<file path="config.mk">
export PLATFORM = sky130hd
export DESIGN_NAME = running_average_filter
export DESIGN_NICKNAME = d
export VERILOG_FILES = /design/src/rtl/rafilt_pkg.sv /design/src/rtl/rafilt_cell.sv /design/src/rtl/rafilt_div.sv /design/src/rtl/running_average_filter.sv
export SDC_FILE = /design/constraint.sdc
export NUM_CORES = 1
export LEC_CHECK = 0
export ABC_AREA = 1
export BUFFER_PORTS_ARGS = -buffer_cell sky130_fd_sc_hd__buf_2
export CORE_UTILIZATION = 40
export CTS_CLUSTER_SIZE = 25
export DETAILED_ROUTE_END_ITERATION = 16
export PLACE_DENSITY_LB_ADDON = 0.25
export SYNTH_ARGS = -nofsm -noshare
export SYNTH_HDL_FRONTEND = slang
export SYNTH_SLANG_ARGS = --single-unit
</file>
<file path="constraint.sdc">
create_clock -name clock -period 2.3 [get_ports clock]
set_input_delay 0.575 -clock clock [delete_from_list [all_inputs] [get_ports clock]]
set_output_delay 0.575 -clock clock [all_outputs]
set_load 0.01 [all_outputs]
</file>
<file path="src/rtl/rafilt_pkg.sv">
// ----------------------------------------------------------------------------
// rafilt_pkg: shared types and constants of the running average filter
// Sample width and the status word that the divider hands to the top level.
// ----------------------------------------------------------------------------
`default_nettype none

package rafilt_pkg;

   // Width of one sample and of one averaged result word.
   localparam int SAMPLE_W = 16;

   // Status of the iterative divider as seen by the top level.
   typedef struct packed {
      logic busy;   // A division is in progress or its quotient waits to be taken.
      logic done;   // The quotient is final and waits to be taken.
   } div_status_type;

endpackage

`default_nettype wire

</file>
<file path="src/rtl/rafilt_cell.sv">
// ----------------------------------------------------------------------------
// rafilt_cell: one stage of the sample delay line
// Holds one sample and passes it to the next cell when a new word enters.
// ----------------------------------------------------------------------------
`default_nettype none

module rafilt_cell (
   input  wire logic                                    clock,
   input  wire logic                                    reset,
   input  wire logic                                    shift_en,
   input  wire logic signed [rafilt_pkg::SAMPLE_W-1:0]  data_in,
   output logic signed [rafilt_pkg::SAMPLE_W-1:0]       data_out
);

   logic signed [rafilt_pkg::SAMPLE_W-1:0] slot_ff;
   logic signed [rafilt_pkg::SAMPLE_W-1:0] slot_in;

   always_comb begin
      slot_in = slot_ff;
      if (shift_en) begin
         slot_in = data_in;
      end
   end

   // Empty slots must read as zero so that they add nothing during warm-up.
   always_ff @(posedge clock) begin
      if (reset) begin
         slot_ff <= '0;
      end else begin
         slot_ff <= slot_in;
      end
   end

   assign data_out = slot_ff;

endmodule

`default_nettype wire

</file>
<file path="src/rtl/rafilt_div.sv">
// ----------------------------------------------------------------------------
// rafilt_div: bit-serial signed divider
// Restoring division of the window sum by the fill count, one bit per cycle.
// ----------------------------------------------------------------------------
`default_nettype none

module rafilt_div #(
   parameter int SUM_W = 21,
   parameter int CNT_W = 5
) (
   input  wire logic                                    clock,
   input  wire logic                                    reset,
   input  wire logic                                    start,
   input  wire logic signed [SUM_W-1:0]                 dividend,
   input  wire logic [CNT_W-1:0]                        divisor,
   input  wire logic                                    take,
   output rafilt_pkg::div_status_type                   status,
   output logic signed [rafilt_pkg::SAMPLE_W-1:0]       quotient
);

   localparam int STEP_W = $clog2(SUM_W);

   localparam logic [1:0] ST_IDLE = 2'd0;
   localparam logic [1:0] ST_RUN  = 2'd1;
   localparam logic [1:0] ST_DONE = 2'd2;

   logic [1:0]        state_ff, state_in;
   logic [STEP_W-1:0] step_ff, step_in;
   logic [SUM_W-1:0]  quo_ff, quo_in;
   logic [CNT_W-1:0]  rem_ff, rem_in;
   logic [CNT_W-1:0]  div_ff, div_in;
   logic              neg_ff, neg_in;

   logic [CNT_W:0]    trial;
   logic              fits;
   logic [SUM_W-1:0]  signed_quo;

   // One restoring step: shift in the next dividend bit and try to subtract.
   assign trial = {rem_ff, quo_ff[SUM_W-1]};
   assign fits  = (trial >= {1'b0, div_ff});

   always_comb begin
      state_in = state_ff;
      step_in  = step_ff;
      quo_in   = quo_ff;
      rem_in   = rem_ff;
      div_in   = div_ff;
      neg_in   = neg_ff;
      unique case (state_ff)
         ST_IDLE: begin
            if (start) begin
               neg_in   = dividend[SUM_W-1];
               quo_in   = dividend[SUM_W-1] ? (~dividend + 1'b1) : dividend;
               rem_in   = '0;
               div_in   = divisor;
               step_in  = '0;
               state_in = ST_RUN;
            end
         end
         ST_RUN: begin
            if (fits) begin
               rem_in = CNT_W'(trial - {1'b0, div_ff});
            end else begin
               rem_in = trial[CNT_W-1:0];
            end
            quo_in  = {quo_ff[SUM_W-2:0], fits};
            step_in = step_ff + 1'b1;
            if (step_ff == STEP_W'(SUM_W - 1)) begin
               state_in = ST_DONE;
            end
         end
         ST_DONE: begin
            if (take) begin
               state_in = ST_IDLE;
            end
         end
         default: begin
            state_in = ST_IDLE;
         end
      endcase
   end

   always_ff @(posedge clock) begin
      if (reset) begin
         state_ff <= ST_IDLE;
      end else begin
         state_ff <= state_in;
      end
   end

   always_ff @(posedge clock) begin
      step_ff <= step_in;
      quo_ff  <= quo_in;
      rem_ff  <= rem_in;
      div_ff  <= div_in;
      neg_ff  <= neg_in;
   end

   // The mean of 16-bit samples always fits in 16 bits after the sign fix.
   assign signed_quo  = neg_ff ? (~quo_ff + 1'b1) : quo_ff;
   assign quotient    = signed_quo[rafilt_pkg::SAMPLE_W-1:0];
   assign status.busy = (state_ff != ST_IDLE);
   assign status.done = (state_ff == ST_DONE);

endmodule

`default_nettype wire

</file>
<file path="src/rtl/running_average_filter.sv">
// ----------------------------------------------------------------------------
// running_average_filter: moving average of the last WINDOW samples with warm-up
// A result word passes through the sum register, the divider and the output register;
// a new sample is taken only once the last quotient has been handed to the output register.
// Reset is synchronous and clears the sample cells, sum and fill count.
// ----------------------------------------------------------------------------
`default_nettype none

module running_average_filter #(
   parameter int WINDOW = 20
) (
   input  wire logic                                    clock,
   input  wire logic                                    reset,
   input  wire logic                                    req_valid,
   output logic                                         req_stall,
   input  wire logic signed [rafilt_pkg::SAMPLE_W-1:0]  req_sample,
   output logic                                         rsp_valid,
   input  wire logic                                    rsp_stall,
   output logic signed [rafilt_pkg::SAMPLE_W-1:0]       rsp_average
);

   // The sum of WINDOW signed samples needs log2(WINDOW) bits of growth.
   // The fill count must be able to hold WINDOW itself.
   localparam int SUM_W = rafilt_pkg::SAMPLE_W + $clog2(WINDOW);
   localparam int CNT_W = $clog2(WINDOW + 1);

   // The sample history is a chain of cells. A new word enters the first
   // cell and every cell hands its sample to the next one, so the last cell
   // always holds the sample that is about to leave the window. This stands
   // in for a ring buffer with a write pointer: the oldest slot is always at
   // the end of the chain.
   logic signed [rafilt_pkg::SAMPLE_W-1:0] cell_data [WINDOW];
   logic                                   accept;

   assign accept = req_valid && !req_stall;

   for (genvar i = 0; i < WINDOW; i++) begin : g_cell
      if (i == 0) begin : g_first
         rafilt_cell u_cell (
            .clock    (clock),
            .reset    (reset),
            .shift_en (accept),
            .data_in  (req_sample),
            .data_out (cell_data[i])
         );
      end else begin : g_next
         rafilt_cell u_cell (
            .clock    (clock),
            .reset    (reset),
            .shift_en (accept),
            .data_in  (cell_data[i-1]),
            .data_out (cell_data[i])
         );
      end
   end

   // Running sum and fill count. Before the window is full the cells that
   // were never written hold zero, so the sum is the sum of the words seen
   // so far and the count is how many there were.
   logic signed [SUM_W-1:0] sum_ff, sum_in;
   logic [CNT_W-1:0]        count_ff, count_in;
   logic                    busy_ff, busy_in;
   logic                    start_ff, start_in;

   always_comb begin
      sum_in   = sum_ff;
      count_in = count_ff;
      if (accept) begin
         sum_in = sum_ff
                - SUM_W'(cell_data[WINDOW-1])
                + SUM_W'(req_sample);
         if (count_ff != CNT_W'(WINDOW)) begin
            count_in = count_ff + 1'b1;
         end
      end
   end

   // The divider is started on the updated sum in the cycle after the sample enters.
   rafilt_pkg::div_status_type              div_status;
   logic signed [rafilt_pkg::SAMPLE_W-1:0] div_quotient;
   logic                                    take;

   rafilt_div #(
      .SUM_W (SUM_W),
      .CNT_W (CNT_W)
   ) u_div (
      .clock    (clock),
      .reset    (reset),
      .start    (start_ff),
      .dividend (sum_ff),
      .divisor  (count_ff),
      .take     (take),
      .status   (div_status),
      .quotient (div_quotient)
   );

   // The output register decouples the result side: the finished quotient
   // moves into it as soon as it is empty or being read, and that frees the
   // input side for the next sample even while the word waits downstream.
   logic                                   rsp_valid_ff, rsp_valid_in;
   logic signed [rafilt_pkg::SAMPLE_W-1:0] rsp_average_ff, rsp_average_in;

   assign take = div_status.done && (!rsp_valid_ff || !rsp_stall);

   always_comb begin
      rsp_valid_in   = rsp_valid_ff;
      rsp_average_in = rsp_average_ff;
      if (take) begin
         rsp_valid_in   = 1'b1;
         rsp_average_in = div_quotient;
      end else if (rsp_valid_ff && !rsp_stall) begin
         rsp_valid_in = 1'b0;
      end
   end

   // One sample is in flight at a time: the input stalls from acceptance
   // until its quotient has been handed to the output register.
   always_comb begin
      busy_in  = busy_ff;
      start_in = accept;
      if (accept) begin
         busy_in = 1'b1;
      end else if (take) begin
         busy_in = 1'b0;
      end
   end

   always_ff @(posedge clock) begin
      if (reset) begin
         sum_ff       <= '0;
         count_ff     <= '0;
         busy_ff      <= 1'b0;
         start_ff     <= 1'b0;
         rsp_valid_ff <= 1'b0;
      end else begin
         sum_ff       <= sum_in;
         count_ff     <= count_in;
         busy_ff      <= busy_in;
         start_ff     <= start_in;
         rsp_valid_ff <= rsp_valid_in;
      end
   end

   always_ff @(posedge clock) begin
      rsp_average_ff <= rsp_average_in;
   end

   assign req_stall   = busy_ff;
   assign rsp_valid   = rsp_valid_ff;
   assign rsp_average = rsp_average_ff;

`ifndef NO_ASSERTIONS
   // The divider only starts while it is idle.
   a_start_idle: assert property (@(posedge clock) disable iff (reset)
      start_ff |-> !div_status.busy)
      else $error("divider started while busy");

   // A finished quotient only exists for a sample still counted as in flight.
   a_done_busy: assert property (@(posedge clock) disable iff (reset)
      div_status.done |-> busy_ff)
      else $error("quotient ready with no sample in flight");

   // A handed-over quotient is visible on the result side in the next cycle.
   a_take_valid: assert property (@(posedge clock) disable iff (reset)
      take |=> rsp_valid_ff)
      else $error("result word lost after hand-over");

   // The divisor is never zero while the divider is busy.
   a_count_nonzero: assert property (@(posedge clock) disable iff (reset)
      div_status.busy |-> (count_ff != '0))
      else $error("division with an empty window");

   // The fill count saturates at the window length.
   a_count_bound: assert property (@(posedge clock) disable iff (reset)
      accept |=> (count_ff <= CNT_W'(WINDOW)) && (count_ff != '0))
      else $error("fill count out of range");
`endif

endmodule

`default_nettype wire
</file>
==> results of run 1 <==
==> area by class of cell <==
type	count	area [µm²]	share of cell area [%]
timing repair buffer	128	1010	4.99
clock buffer	65	1330	6.60
sequential	404	8640	42.8
multi-input combinational	1490	7690	38.1
tap	539	674	3.34
clock inverter	13	136	0.676
inverter	182	699	3.47
==> repair_timing <==
| action | in CTS | in global routing |
|---|---|---|
| endpoints found under the hold margin | 0 | 0 |
| pin swaps | 0 | 21 |
| buffers inserted | 0 | 6 |
| setup endpoints to repair | 1 | 15 |
| gates resized for setup | 1 | 90 |
==> layer usage <==
layer | routed length, µm | track usage [%]
met1 | 17200 | 22.1
met2 | 15500 | 25.3
met3 | 1050 | 2.60
met4 | 834 | 5.83
met5 | 13 | 0
==> worst max-delay path, delay by kind of cell (launching register included) <==
family | cells | cell delay (ns)
simple gates | 4 | 0.33
buf+inv | 4 | 0.32
flops | 1 | 0.33
fa+ha+maj | 2 | 0.83
xor+xnor | 1 | 0.16
compound gates | 1 | 0.13
==> cell families after synthesis <==
family | share of synthesized area (%)
mux | 0.0585
simple gates | 21.9
buf+inv | 7.42
fa+ha+maj | 4.87
xor+xnor | 2.10
compound gates | 13.3
flops | 50.4
==> how the worst max path moves through the flow <==
stage | slack, ns | to | cells past startpoint
6_report | 0.09 | sum_ff[5] | 12
5_1_grt | -0.05 | sum_ff[17] | 14
4_1_cts | 0.005 | sum_ff[15] | 13
3_5_place_dp | -0.38 | sum_ff[15] | 14
3_3_place_gp | -0.36 | sum_ff[15] | 14
2_1_floorplan | -0.005 | sum_ff[20] | 13
==> state kept, by name, summed over array words and instances (netlist names) <==
signal / flops
sum_ff: 21
u_div.rem_ff: 5
rsp_average: 16
u_div.div_ff: 5
start_ff: 1
u_div.quo_ff: 21
u_div.neg_ff: 1
u_div.state_ff: 2
u_div.step_ff: 5
rsp_valid: 1
count_ff: 5
req_stall: 1
g_cell.g_first.u_cell.data_out: 16
g_cell.g_next.u_cell.data_out: 304
==> power by group <==
group / internal [mW] / leakage [nW] / switching (mW) / total (mW)
logic: 2.22 / 4.55 / 3.11 / 5.33
registers: 7.92 / 3.40 / 0.351 / 8.27
clock network: 4.23 / 0.728 / 2.78 / 7.01
==> cells in the final DEF, fill, tap and decap left out, types with 44 or more instances in the layout <==
master	Yosys	routed
o21ai_0	365	363
nor2_1	682	671
inv_1	177	160
edfxtp_1	53	53
nand2_1	184	150
a21oi_1	59	51
buf_4	23	80
dfxtp_1	351	338
nand3_1	51	44
clkbuf_16	0	45
==> through the flow <==
| stage | std cells | util [%] | TNS (ns) |
|---|---|---|---|
| after floorplan | 2199 | - | -0.00529 |
| after global placement | 2737 | 43.9 | -4.56 |
| after detailed placement | 2737 | 43.9 | -4.99 |
| after CTS | 2815 | 47.4 | 0 |
| after global routing | 2821 | 48.0 | -0.204 |
| final | 2821 | 48.0 | 0 |
==> flow_metrics.tcl, run 1 <==
set metrics [dict create \
    status "complete, no violations" \
    fp.dieH_um 209 \
    overflow 0 \
    cap_violations 0 \
    setup_slack_ns 0.0867 \
    grt_start_max_net_pins 121 \
    clkTransAtPathRegs_ns 0.06 \
    h-tree-depth 2 \
    synth_warnings 0 \
    place_ws_ns -0.378 \
    cp_common_cell "inv_2" \
    cts_hold_buf 0 \
    die_w_um 209 \
    hpwl_um 22100 \
    rr_startpoint "sum_ff[1]" \
    finalSetupViolCount 0 \
    core-area_um2 42000 \
    pin_count 38 \
    fin_crit_sh_pct 96.2 \
    power_density_nw_per_um2 1020 \
    hold_end "rsp_valid" \
    clock.fmax_ghz 0.452 \
    numCtsBuffers 43 \
    grt_pass1_vias 12454 \
    die_area_um2 43600 \
    viasPerCell 4.77 \
    fillers 4037 \
    first_pass_iters 5 \
    hold_slack_ns 0.320 \
    syn_nets 2273 \
    rows 75 \
    syn_inst 2199 \
    routedWlPerCell_um 12.3 \
    yosysSeqAreaShare_pct 50.4 \
    fin_area_um2 20200 \
    synth.most_common_cell "nor2_1" \
    synthTopCellsByArea "dfxtp_1, nor2_1, o21ai_0" \
    synth_top_area_share_pct 41.1 \
    gp_congestion 0.877 \
    arrival_ns 2.66 \
    rsz0062_at_grt "true" \
    cp-start-kind "flip-flop" \
    min_delay_path_depth 3 \
    synth-edff-count 53 \
    num_vias 13462 \
    synth_top_area_cell "dfxtp_1" \
    path_cells "inv_2 > fa_2 > inv_2 > ha_4 > nand3_1 > nand3_2 > buf_4 > nand2_1 > nand2_2 > xor2_1 > o21ai_1 > inv_1" \
    clock_path_buffers 3 \
    finalCriticalPeriod_ns 2.21 \
    grt_pass1_wl_um 59000 \
    final_nets 2323 \
    finalPower_mw 20.6 \
    drtAntennaViolNets 0 \
    drc_errors 0 \
    grt_usage_pct 16.0 \
    worstHoldPathType "in2reg" \
    max-vdd-ir-drop_mv 0.485 \
    postPlaceCellArea_um2 18400 \
    syn_area_um2 17100 \
    p_leak_nw 8.68 \
    worstSetupPathType "reg2reg" \
    worst_pin_slew_ns 0.486 \
    cp.required_ns 2.75 \
    cp_slowest_stage_delay_ns 0.60 \
    cp_max_fo 4 \
    finalHoldViolations 0 \
    finalClockSkew_ns 0.0147 \
    cts_tree "yes" \
    antenna_found_initial 1 \
    initial_core_util_pct 40.7 \
    r2r_setup_slack_ns 0.09 \
    critPathSlowestCell "fa_2" \
    antenna_cells 0 \
    clkLatencyLatePin_ns 0.56 \
    async_flop_share_pct 0 \
    wirelength_um 34600 \
    drive_gt1_share_pct 14.8 \
    ys_types 41 \
    synth.top_cells.by_count "nor2_1, o21ai_0, dfxtp_1" \
    area_delta_synth_final_pct 18.0 \
    io_buffers 37 \
    cts.sinks 404 \
    relSlewSlack_pct 67.6 \
    synth_ff_type "dfxtp_1" \
    crit_start "sum_ff[1]" \
    worstSetupEndpointType "flip-flop" \
    avgSynthCellArea_um2 7.78 \
    ys_ff_latch 404 \
    cts-root-buf "clkbuf_16" \
    reg2reg_to "sum_ff[5]" \
    drv_slew 0 \
    hp-start "rsp_stall" \
    drt_iter0_markers 811 \
    reg2reg_depth 12 \
]
(Power assumes the default switching activity.)
==> inputs of run 2 (changes only) <==
--- a/config.mk
+++ b/config.mk
@@ -10,7 +10,7 @@
 export CORE_UTILIZATION = 40
 export CTS_CLUSTER_SIZE = 25
 export DETAILED_ROUTE_END_ITERATION = 16
-export PLACE_DENSITY_LB_ADDON = 0.25
+export PLACE_DENSITY = 0.67
 export SYNTH_ARGS = -nofsm -noshare
 export SYNTH_HDL_FRONTEND = slang
 export SYNTH_SLANG_ARGS = --single-unit
==> flow_metrics.tcl, run 2 (synthesis results as in run 1) <==
set metrics [dict create \
    grt_usage_pct 17.1 \
    cp-start-kind "flip-flop" \
    stdcell_count 2847 \
    clock.fmax_ghz 0.456 \
    num_vias 13878 \
    drive_gt1_share_pct 16.3 \
    place_inst 2763 \
    grt_start_max_net_pins 87 \
    cp_common_cell "nand2_1" \
    postPlaceCellArea_um2 18700 \
    critPathSlowestCell "fa_1" \
    p_leak_nw 8.88 \
    drc_errors 0 \
    core-area_um2 42000 \
    p_sw_share_pct 30.8 \
    arrival_ns 2.64 \
    layout_common_cells "nor2_1, o21ai_0, dfxtp_1" \
    drt_iter0_markers 821 \
    fin_crit_sh_pct 95.4 \
    clkTransAtPathRegs_ns 0.06 \
    fin_area_um2 20500 \
    drtAntennaViolNets 0 \
    worstSetupPathType "reg2reg" \
    numCtsBuffers 42 \
    first_pass_iters 5 \
    die_w_um 209 \
    io_buffers 37 \
    antenna_cells 0 \
    max-vdd-ir-drop_mv 0.562 \
    worst_pin_slew_ns 0.477 \
    pwr-share-clk_pct 33.9 \
    mostFrequentLayoutCell "nor2_1" \
    fp.dieH_um 209 \
    viasPerCell 4.87 \
    area_delta_synth_final_pct 20.1 \
    overflow 0 \
    setup_slack_ns 0.105 \
    relSlewSlack_pct 68.2 \
    final_nets 2348 \
    finalCriticalPeriod_ns 2.19 \
    cts_hold_buf 0 \
    cap_violations 0 \
    die_area_um2 43600 \
    comb_power_share_pct 27.0 \
    cts.sinks 404 \
    pin_count 38 \
    p_switching_mw 6.53 \
    h-tree-depth 2 \
    sequentialPowerShare_pct 39.1 \
    gp_congestion 0.911 \
    cp_max_fo 4 \
    power_density_nw_per_um2 1030 \
    clock_path_buffers 3 \
    cts_tree "yes" \
    largest_reg_flops 304 \
    worstSetupEndpointType "flip-flop" \
    antenna_found_initial 0 \
    drv_slew 0 \
    path_cells "inv_2 > fa_1 > inv_1 > ha_4 > nand2_1 > nand2_1 > nand2_1 > nand2_1 > buf_4 > nand2_1 > nand2_1 > nand2_1 > nand3_1 > nand2_1 > nand3_1 > nand2_1 > inv_1" \
    grt_pass1_wl_um 62700 \
    finalHoldViolations 0 \
    finalSetupViolCount 0 \
    worstHoldPathType "in2reg" \
    grt_pass1_vias 13041 \
    place_ws_ns -0.381 \
    rows 75 \
    wirelength_um 37100 \
    rsz0062_at_grt "true" \
    clkLatencyLatePin_ns 0.56 \
    routedWlPerCell_um 13.0 \
    finalClockSkew_ns 0.0283 \
    cp_slowest_stage_delay_ns 0.47 \
    initial_core_util_pct 40.7 \
    tns_ns 0 \
    hpwl_um 24800 \
    cp.required_ns 2.74 \
    cts-root-buf "clkbuf_16" \
    intPower_mw 14.7 \
    status "complete, no violations" \
]
## run 2: cell count changes in the layout (fill, tap and decap cells not counted), moves of 3 or more
cell	change
buf_12	+4
dfxtp_4	-4
dfxtp_2	+7
clkbuf_8	-4
nand2_2	-5
bufinv_16	+3
dfxtp_1	-3
nand2_4	+7
nand3_2	+3
buf_4	+22
## run 2: path summary, 6_finish.rpt
check | from | endpoint | slack [ns] | cells past startpoint
worst max-delay path | sum_ff[5] | sum_ff[20] | 0.11 | 17
worst min register to register | count_ff[0] | u_div.div_ff[0] | 0.46 | 0
worst min-delay path | req_sample[8] | g_cell[0].g_first.u_cell.data_out[8] | 0.33 | 3
worst max register to register | sum_ff[5] | sum_ff[20] | 0.11 | 17
## run 2: cell type report
type	count	area, µm²
clock buffers	57	1220
inverters	182	699
fillers	4043	21500
clock inverters	21	282
repair buffers	154	1250
multi-input cells	1490	7770
flip-flops and latches	404	8640
well taps	539	674
## run 2: timing repair
action                                 4_1_cts  5_1_grt
buffers inserted                             0        6
endpoints found under the hold margin        0        0
setup endpoints to repair                    1       15
pin swaps                                    0       28
resized for setup                            1      108
## run 2: power by group through the flow
stage                     Sequential [mW]  Clock (mW)  Combinational [mW]
after global routing                 8.36        7.68                6.41
after detailed placement             8.42           0                5.16
final                                8.28        7.19                5.72
after global placement               8.39           0                5.06
after floorplan                      8.33           0                3.53
after CTS                            8.27        7.35                5.20
## run 2: worst max-delay path, delay by kind of cell, from the launching register on
| kind | cells | cell delay (ns) |
|---|---|---|
| adders and majority gates | 2 | 0.74 |
| and+or+nand+nor | 11 | 0.74 |
| DFF | 1 | 0.33 |
| buffers and inverters | 4 | 0.28 |
## run 2: through the flow
step	power (mW)	utilization, %	hold WS, ns
floorplan	11.9	-	0.409
global placement	13.5	44.4	0.448
detailed placement	13.6	44.4	0.452
CTS	20.8	48.0	0.305
global route	22.5	48.8	0.328
finish	21.2	48.8	0.333
## run 2: routing by layer
layer  share of wire, %  global-route usage, %  up-vias
li1                   -                      -     7154
met1                 47                   22.9     6415
met2                 47                   28.2      237
met3                4.1                   2.66       72
met4                2.4                   5.32        0
met5                  0                      0        -
==> inputs of run 3 (changes only) <==
--- a/config.mk
+++ b/config.mk
@@ -13,4 +13,5 @@
 export PLACE_DENSITY = 0.67
 export SYNTH_ARGS = -nofsm -noshare
 export SYNTH_HDL_FRONTEND = slang
+export SYNTH_HIERARCHICAL = 1
 export SYNTH_SLANG_ARGS = --single-unit
==> flow_metrics.tcl, run 3 <==
set metrics [dict create \
    status "complete, no violations" \
    clkTransAtPathRegs_ns 0.07 \
    finalCriticalPeriod_ns 2.20 \
    cap_violations 0 \
    fin_crit_sh_pct 95.7 \
    critPathTopFamily "adder cells" \
    antenna_found_initial 0 \
    cts-root-buf "clkbuf_16" \
    finalClockSkew_ns 0.0102 \
    cts.sinks 404 \
    fin_area_um2 22400 \
    postPlaceCellArea_um2 20900 \
    yosysSeqAreaShare_pct 43.6 \
    wirelength_um 41500 \
    first_pass_iters 5 \
    hp-start "rsp_stall" \
    multi_input_area_um2 8560 \
    fillers 4996 \
    final_nets 3038 \
    largest_reg_flops 304 \
    critPathSlowestCell "fa_1" \
    clock.fmax_ghz 0.454 \
    io_buffers 37 \
    ys_types 38 \
    fp.dieH_um 224 \
    numCtsBuffers 43 \
    ys_ff_latch 404 \
    hold_end "rsp_valid" \
    synth_ff_type "dfxtp_1" \
    drive_gt1_share_pct 10.9 \
    min_delay_path_depth 3 \
    area_delta_synth_final_pct 13.3 \
    power_density_nw_per_um2 962 \
    grt_pass1_wl_um 69000 \
    drc_errors 0 \
    cp_max_fo 5 \
    syn_inst 2899 \
    overflow 0 \
    clkLatencyLatePin_ns 0.57 \
    antenna_cells 0 \
    drv_slew 0 \
    clock_path_buffers 3 \
    grt_pass1_vias 14598 \
    grt_usage_pct 16.6 \
    cp_slowest_stage_delay_ns 0.47 \
    synth.most_common_cell "nand2_1" \
    hpwl_um 29800 \
    reg2reg_to "sum_ff[15]" \
    r2r_setup_slack_ns 0.1 \
    worstSetupPathType "reg2reg" \
    cp_common_cell "inv_1" \
    path_buf_inv 4 \
    finalSetupViolCount 0 \
    cp.required_ns 2.77 \
    synth.top_cells.by_count "nand2_1, nor2_1, inv_1" \
    grt_start_max_net_pins 100 \
    worstSetupEndpointType "flip-flop" \
    mostFrequentLayoutCell "nand2_1" \
    synth_warnings 6 \
    synth-edff-count 53 \
    syn_nets 2973 \
    path_cells "inv_1 > fa_1 > inv_1 > ha_4 > nand2_1 > nor2_2 > inv_1 > nor3_1 > nand2_2 > nand3_1 > nand3_1 > nand2_1 > inv_1" \
    cts_tree "yes" \
    tns_ns 0 \
    core-area_um2 48800 \
    rr_startpoint "sum_ff[11]" \
    regArea_um2 8630 \
    synth_top_area_share_pct 35.5 \
    synthTopCellsByArea "dfxtp_1, nand2_1, nor2_1" \
    viasPerCell 4.33 \
    async_flop_share_pct 0 \
    rsz0062_at_grt "true" \
    routedWlPerCell_um 11.3 \
    relSlewSlack_pct 58.5 \
    h-tree-depth 2 \
    cp-start-kind "flip-flop" \
    finalHoldViolations 0 \
    initial_core_util_pct 40.5 \
    syn_area_um2 19800 \
    num_vias 15854 \
    arrival_ns 2.67 \
    synth_top_area_cell "dfxtp_1" \
    max-vdd-ir-drop_mv 0.458 \
    p_leak_nw 10.8 \
    worstHoldPathType "in2reg" \
    avgSynthCellArea_um2 6.82 \
    die_area_um2 50400 \
    reg2reg_depth 13 \
    drtAntennaViolNets 0 \
    drt_iter0_markers 851 \
    pin_count 38 \
    worst_pin_slew_ns 0.622 \
    layout_common_cells "nand2_1, nor2_1, inv_1" \
    gp_congestion 0.893 \
    rows 81 \
    die_w_um 224 \
]
run 3: cell types whose count changed after synthesis, moves of 4 or more:
cell / previous run / this run
nor2_2: 1 / 49
nand3_1: 51 / 73
buf_2: 22 / 8
a21oi_1: 59 / 44
nor3_2: 4 / 0
xor2_1: 37 / 25
nor2_1: 682 / 670
o21ai_0: 365 / 41
buf_6: 0 / 61
clkbuf_1: 76 / 3
nand2_1: 184 / 844
inv_1: 177 / 548
run 3: worst min-delay path, delay by kind of cell:
family	cells	cell delay, ns
AOI/OAI and AO/OA	1	0.05
and+or+nand+nor	1	0.06
buffers and inverters	1	0.11
run 3: how the worst max path moves through the flow:
stage,depth (start not counted),start,end
after global routing,14,sum_ff[10],sum_ff[15]
after global placement,17,req_sample[3],sum_ff[17]
after CTS,14,sum_ff[7],sum_ff[17]
after floorplan,14,req_sample[8],sum_ff[18]
final,13,sum_ff[11],sum_ff[15]
after detailed placement,15,req_sample[7],sum_ff[17]
run 3: routing by layer:
metal  track usage [%]  wire length, µm  vias up  part of all wire, %
met5                 0                0        -                    0
met3              2.26             1370       57                  3.3
met4              5.55              910        0                  2.2
met2              28.7            19900      169                   48
met1              21.3            19300     7071                   47
li1                  -                -     8557                    -
run 3: repair_timing:
action | in CTS | in global routing
buffers inserted | 0 | 2
hold buffers | 0 | 0
gates resized for setup | 0 | 51
endpoints found under the setup margin | 0 | 17
run 3: layout make-up:
cell class	instances	area share, %
Multi-Input combinational cell	1851	38.2
Clock buffer	60	5.64
Clock inverter	16	0.726
Tap cell	664	3.71
Sequential cell	404	38.5
Timing Repair Buffer	114	3.96
Inverter	550	9.26
run 3: metrics by stage:
step / setup slack, ns / power [mW] / hold WS (ns) / util [%] / instances
3_5_place_dp: -0.346 / 14.5 / 0.428 / 42.7 / 3581
3_3_place_gp: -0.342 / 14.5 / 0.426 / 42.7 / 3581
6_report: 0.0995 / 21.6 / 0.269 / 45.9 / 3659
4_1_cts: 0.0112 / 21.6 / 0.244 / 45.6 / 3657
5_1_grt: -0.0254 / 23.0 / 0.259 / 45.9 / 3659
2_1_floorplan: 0.00179 / 12.9 / 0.408 / - / 2899
run 3: report_power, final:
| part | total (mW) | switching (mW) | leakage, nW | internal (mW) |
|---|---|---|---|---|
| clock | 6.98 | 2.90 | 0.708 | 4.08 |
| combinational | 6.16 | 3.65 | 6.71 | 2.51 |
| sequential | 8.41 | 0.425 | 3.40 | 7.99 |
run 3: kinds of logic after synthesis:
family | count (synthesis) | synth area share (%)
adder cells (fa/ha/maj) | 54 | 4.21
XOR/XNOR | 30 | 1.33
flip-flops | 404 | 43.6
AO/OA/AOI/OAI | 104 | 2.87
AND/OR/NAND/NOR | 1663 | 33.0
buffers and inverters | 644 | 15.0
